`src/rtl/afk_pkg.sv`:
```
// ----------------------------------------------------------------------------
// afk_pkg
// Types, constants and tables shared by the forward kinematics pipeline.
// ----------------------------------------------------------------------------
package afk_pkg;

	localparam int ANGLE_BITS = 16;
	localparam int REG_W      = 17;
	localparam int REG_COUNT  = 8;
	localparam int IDX_W      = 3;
	localparam int OUT_W      = 20;
	localparam int POS_W      = 24;
	localparam int SC_W       = 32;
	localparam int CW         = 34;
	localparam int STEPS      = 24;
	localparam int STEP_W     = 5;
	localparam int PROD_W     = SC_W + POS_W;
	localparam int SUM_W      = PROD_W + 2;
	localparam int SC_FRAC    = 30;
	localparam int ROT_LAT    = 2;
	localparam int PIPE_LEN   = STEPS + 4 * ROT_LAT;

	localparam logic signed [CW-1:0] CORDIC_GAIN = CW'(652032874);

	typedef enum logic [IDX_W-1:0] {
		REG_BASE_HEIGHT,
		REG_UPPER_LINK,
		REG_FORE_LINK,
		REG_HAND_LINK,
		REG_SHOULDER_SIDE,
		REG_ELBOW_SIDE,
		REG_WRIST_SIDE,
		REG_WRIST_DROP
	} cfg_reg_t;

	typedef struct packed {
		logic signed [CW-1:0] x;
		logic signed [CW-1:0] y;
		logic signed [CW-1:0] z;
		logic                 flip;
	} cordic_t;

	typedef struct packed {
		logic signed [SC_W-1:0] s;
		logic signed [SC_W-1:0] c;
	} sincos_t;

	function automatic logic signed [CW-1:0] atan_lut(input logic [STEP_W-1:0] step);
		logic signed [CW-1:0] r;
		case (step)
			5'd0:    r = CW'(536870912);
			5'd1:    r = CW'(316933406);
			5'd2:    r = CW'(167458907);
			5'd3:    r = CW'(85004756);
			5'd4:    r = CW'(42667331);
			5'd5:    r = CW'(21354465);
			5'd6:    r = CW'(10679838);
			5'd7:    r = CW'(5340245);
			5'd8:    r = CW'(2670163);
			5'd9:    r = CW'(1335087);
			5'd10:   r = CW'(667544);
			5'd11:   r = CW'(333772);
			5'd12:   r = CW'(166886);
			5'd13:   r = CW'(83443);
			5'd14:   r = CW'(41722);
			5'd15:   r = CW'(20861);
			5'd16:   r = CW'(10430);
			5'd17:   r = CW'(5215);
			5'd18:   r = CW'(2608);
			5'd19:   r = CW'(1304);
			5'd20:   r = CW'(652);
			5'd21:   r = CW'(326);
			5'd22:   r = CW'(163);
			5'd23:   r = CW'(81);
			default: r = '0;
		endcase
		return r;
	endfunction

endpackage

```
`src/rtl/afk_cordic_cell.sv`:
```
// ----------------------------------------------------------------------------
// afk_cordic_cell
// One registered rotation-mode CORDIC iteration.
// ----------------------------------------------------------------------------
module afk_cordic_cell import afk_pkg::*; (
	input  logic              clk,
	input  logic              en,
	input  logic [STEP_W-1:0] step,
	input  cordic_t           d,
	output cordic_t           q
);

	cordic_t              nxt;
	cordic_t              res_q;
	logic signed [CW-1:0] dx;
	logic signed [CW-1:0] dy;

	always_comb begin
		dx = d.y >>> step;
		dy = d.x >>> step;
		nxt.flip = d.flip;
		if (!d.z[CW-1]) begin
			nxt.x = d.x - dx;
			nxt.y = d.y + dy;
			nxt.z = d.z - atan_lut(step);
		end else begin
			nxt.x = d.x + dx;
			nxt.y = d.y - dy;
			nxt.z = d.z + atan_lut(step);
		end
	end

	always_ff @(posedge clk) begin
		if (en) begin
			res_q <= nxt;
		end
	end

	assign q = res_q;

endmodule

```
`config.mk`:
```
export PLATFORM = sky130hd
export DESIGN_NAME = afk_cordic_cell
export DESIGN_NICKNAME = d
export VERILOG_FILES = /design/src/rtl/afk_pkg.sv /design/src/rtl/afk_cordic_cell.sv
export SDC_FILE = /design/constraint.sdc
export NUM_CORES = 1
export LEC_CHECK = 0
export ABC_AREA = 1
export ABC_CLOCK_PERIOD_IN_PS = 6700
export BUFFER_PORTS_ARGS = -buffer_cell sky130_fd_sc_hd__buf_2
export CELL_PAD_IN_SITES_DETAIL_PLACEMENT = 0
export CELL_PAD_IN_SITES_GLOBAL_PLACEMENT = 1
export CORE_MARGIN = 5
export CORE_UTILIZATION = 46
export CTS_BUF_LIST = sky130_fd_sc_hd__clkbuf_4 sky130_fd_sc_hd__clkbuf_8
export CTS_CLUSTER_DIAMETER = 60
export DETAILED_ROUTE_END_ITERATION = 6
export GPL_ROUTABILITY_DRIVEN = 0
export GPL_TIMING_DRIVEN = 0
export PLACE_DENSITY = 0.92
export SLEW_MARGIN = 20
export SYNTH_ARGS = -nofsm -noshare
export SYNTH_HDL_FRONTEND = slang
export SYNTH_SLANG_ARGS = --single-unit
export TNS_END_PERCENT = 20
```
`constraint.sdc`:
```
create_clock -name clk -period 6.7 [get_ports clk]
set_clock_uncertainty 0.15 [all_clocks]
set_input_delay 1.005 -clock clk [delete_from_list [all_inputs] [get_ports clk]]
set_output_delay 1.005 -clock clk [all_outputs]
set_load 0.01 [all_outputs]
```
Yosys cells after proc, flatten, opt, wreduce, memory -nomap -nowiden
Memory sizes are Yosys's and may differ from the RTL's.
Cells that the tools add are included.

storage, ports and cells
  register bits = 103
  bits in latches = 0
  RAM bits = 0
  ROM bits = 1920
  input port bits = 110
  output and inout port bits = 103
  word-level logic and storage cells = 17
  memories kept = 2

operators by class
  add/sub/neg operators = 6
  $mul = 0
  div/mod/pow operators = 0
  order comparisons = 0
  equality and inequality tests = 0
  shifts and indexed selects = 2
  multiplexer cells = 3
  bitwise operators = 0
  reductions and logical operators = 0

memories
  name             depth  width  read ports  clocked after memory_dff  write ports  line           source
  (no name shown)  32     30     1           0                         0            afk_pkg.sv:50  case (step)
  (no name shown)  32     30     1           0                         0            afk_pkg.sv:50

operators by type and width
  cell                          count
  adder 34 bit                  3
  two-way mux 102 bit           1
  subtractor 34 bit             3
  two-way mux 34 bit            2
  >>> shifter 34 x 5 -> 34 bit  2

Logic depth before layout (Yosys ltp)
An unclocked memory read counts as a cell.

  depth in word-level cells = 4
  gate-level depth with buffers = 35
  mapped depth without buffers = 33

Worst setup path before layout
Ideal clock, no wire load.

  path kind = input to register
  from = input step[0]
  to = register res_q (netlist bit q[28]), data pin
  setup time = 259 ps
  arrival = 4557 ps
  required time = 6291 ps
  path slack = 1734 ps
  cell stages on the path = 27
  path buffers = 2
  path through = buf_6 inv_6 buf_6 ha_1 or2_1 nand3_2 nand3_1 inv_1 ha_1 inv_1 nor3_2 nand2_1 nor3_4 nand2_2 nand2_1 xnor2_1 ha_1 a21oi_1 o21ai_0 a21oi_1 nand2_1 a21oi_1 o21ai_0 nand2_1 nand2_1 a21oi_1 xnor2_1

RTL lines
  element               line                   source
  from (decl)           afk_cordic_cell.sv:8   input logic [STEP_W-1:0] step,
  to (signal assigned)  afk_cordic_cell.sv:35  res_q <= nxt;
  to (decl)             afk_cordic_cell.sv:14  cordic_t res_q;

==> impl_metrics.yaml <==
cells_and_area:
  area_growth_pct: 12.0
  fin_util: 0.519
  stdcell_count: 3141
  largest_reg_flops: 103
  drive_above_1_share: 0.123
  nNetsFinal: 2908
  n_fill_cell: 3496
detailed_routing:
  first_iter_violations: 2301
  wire_per_inst_um: 19.0
  route.detailed.drc: 0
  routed_wl_mm: 59.7
  ant_nets: 0
  viasPerCell: 5.79
  firstDrtPassIters: 7
  dr_total_vias: 18200
clocking:
  root_buffer: "clkbuf_8"
  cts-buffers-inserted: 9
  clk_pin_slew_ps: 120
  cts.sinks: 103
  htree_num_levels: 3
  clockBufferDepth: 2
  cts_resized: 0
  ctsHoldBuffers: 0
  cts_tree: "done"
  cts_setup_buffers: 0
power:
  vdd_drop_max_v: 0.000111
  p_seq_frac: 0.282
  clockPowerShare: 0.130
  p_sw_mw: 1.64
  switching_share: 0.462
  combPwrFrac: 0.588
  cellLeakagePower_nw: 8.73
  power_density_mw_per_mm2: 205
  p_int_mw: 1.91
synthesis:
  ys_async_sr_fraction: 0
  ys_types: 53
  synthesis.nets: 2690
  synthSimpleGateAreaFrac: 0.402
  yosys_register_bits: 103
  synth_warnings: 0
  synthAdderAreaFrac: 0.0929
  syn_area_mm2: 0.0155
  synth.avg_cell_area_um2: 6.27
  synthMuxAreaShare: 0
  synth-seq-area-share: 0.200
  synth_top_family_by_area: "simple AND/OR/NAND/NOR gates"
  synth_compound_area_frac: 0.122
  synth_xor_area_frac: 0.0952
  synth_flop_cell: "edfxtp_1"
  synthCells: 2467
  synth-edff-count: 103
global_routing:
  grt_max_degree: 67
  grt_pass1_vias: 17200
  use_met2: 0.494
  grt_use_met1: 0.397
  grtUsageTotal: 0.306
  antenna_found_initial: 1
  grt_pass1_wl_mm: 92.4
  grt_overflow: 0
  grt.busiest_layer: "met2"
  grt.met3_usage: 0.0597
sta:
  timing.setup.tns_ps: 0
  relSlewSlack: 0.219
  max_freq_mhz: 167
  post-route-period-util: 0.893
  min_period_ps: 5980
  drv_slew: 0
  hold_viol: 0
  fin_hold_ws_ps: 624
  setup_viol_count_final: 0
  rsz0062_at_grt: "no"
  worst_pin_slew_ps: 1170
floorplan:
  ios: 213
  initial_core_util: 0.463
  die_w_um: 193
  coreArea_mm2: 0.0334
  fp.dieH_um: 193
  row_count: 67
  dieArea_mm2: 0.0374
critical_path:
  end_kind: "register"
  start_kind: "primary input"
  crit_fanout: 10
  worstPathRequired_ps: 6730
  worstPathArrival_ps: 6010
  critPathKind: "primary input to register"
placement:
  io_buffer_count: 206
  dp_hpwl_mm: 49.8
  dpl.cell_count: 3122
hold_path:
  hold_class: "primary input to register"
  hold_end: "q[0]$_DFFE_PP_"
  min_from: "d[0]"
  whs_path_depth: 1
run:
  cap_violations: 0
run_status:
  outcome: "finished, final reports clean"
==> cells by family (layout without fill, tap and decap cells) <==
group                    after synthesis  after routing
AND/OR/NAND/NOR                     1455           1455
AO/OA/AOI/OAI                        329            329
buffers and inverters                299            522
XOR/XNOR                             168            168
adder cells (fa/ha/maj)              113            113
flip-flops                           103            103
other                                  0              3
==> how the worst max path moves through the flow <==
stage	startpoint	endpoint	slack, ps	depth (start not counted)
floorplan	step[0]	q[28]$_DFFE_PP_	1730	27
global route	d[34]	q[93]$_DFFE_PP_	510	15
finish	d[34]	q[93]$_DFFE_PP_	720	15
CTS	d[34]	q[25]$_DFFE_PP_	960	15
global placement	d[34]	q[25]$_DFFE_PP_	580	15
detailed placement	d[34]	q[25]$_DFFE_PP_	530	15
==> placed cells by master, fill, tap and decap left out, drive strengths merged, types with 2 or more instances in the layout <==
cell type  count
clkinv         3
nand3        390
nand2        814
a21oi        149
or2            5
o21ai        111
diode          3
o211ai        14
o21bai         3
a31oi          4
bufinv         2
nand3b         5
edfxtp       103
a21boi         3
o31ai          3
o21a           8
nor3          14
xor2         113
nor4           2
clkbuf        33
o221ai         6
ha           110
xnor2         55
buf          270
nor2         197
fa             3
inv          214
a211oi         7
a21o          15
nand4         28
==> power by group through the flow <==
| stage | registers (mW) | logic [mW] | clock network, mW |
|---|---|---|---|
| floorplan | 1.12 | 1.29 | 0 |
| global placement | 1.01 | 2.00 | 0 |
| detailed placement | 1.02 | 2.03 | 0 |
| CTS | 1.00 | 2.04 | 0.469 |
| global route | 1.02 | 2.29 | 0.500 |
| finish | 0.999 | 2.08 | 0.460 |
==> layout make-up <==
cell class | instances | area (um2) | area share
inverters | 212 | 806 | 0.0465
repair buffers | 207 | 1060 | 0.0615
flip-flops and latches | 103 | 3090 | 0.179
multi-input cells | 2065 | 11000 | 0.636
diodes | 3 | 7.51 | 0.000434
clock buffers | 9 | 124 | 0.00716
well taps | 448 | 561 | 0.0324
plain buffers | 87 | 556 | 0.0321
clock inverters | 7 | 95.1 | 0.00549
==> synthesized netlist by cell type, types with 4 or more instances <==
cell type / number / area, um2
a211oi_1: 7 / 52.6
a21o_1: 15 / 113
a21oi_1: 149 / 746
a31oi_1: 4 / 25.0
buf_1: 8 / 30.0
buf_2: 24 / 120
buf_4: 9 / 67.6
buf_6: 22 / 248
clkbuf_1: 24 / 90.1
edfxtp_1: 103 / 3090
ha_1: 110 / 1380
inv_1: 203 / 762
inv_2: 6 / 22.5
nand2_1: 802 / 3010
nand2_2: 10 / 62.6
nand3_1: 387 / 1940
nand3b_1: 5 / 37.5
nand4_1: 27 / 169
nor2_1: 181 / 679
nor2_2: 13 / 81.3
nor3_1: 11 / 55.1
o211ai_1: 12 / 90.1
o21a_1: 8 / 60.1
o21ai_0: 95 / 475
o21ai_1: 12 / 60.1
o221ai_1: 5 / 43.8
xnor2_1: 55 / 482
xor2_1: 113 / 990
==> per-stage QoR <==
| step | power, mW | setup slack (ps) | instance area (um2) |
|---|---|---|---|
| after floorplan | 2.42 | 1730 | 15500 |
| after global placement | 3.02 | 578 | 17100 |
| after detailed placement | 3.05 | 534 | 17100 |
| after CTS | 3.51 | 960 | 17300 |
| after global routing | 3.81 | 513 | 17300 |
| final | 3.54 | 720 | 17300 |
==> layer usage <==
metal	up-vias	part of all wire
met5	-	0.00062
met4	2	0.056
met3	213	0.096
met2	1027	0.44
met1	8260	0.41
li1	8673	-
==> worst max-delay path: stages <==
cell	delay, ps
clkbuf_1	370
inv_1	200
clkbuf_1	880
buf_1	720
o21ai_0	350
fa_1	500
nand3_1	100
nand2_1	90
a21oi_1	210
o21ai_0	200
a21boi_0	520
o21ai_0	250
a21oi_1	290
o21ai_0	140
xor2_1	160
Note: power is estimated with default switching activity, not from simulation.
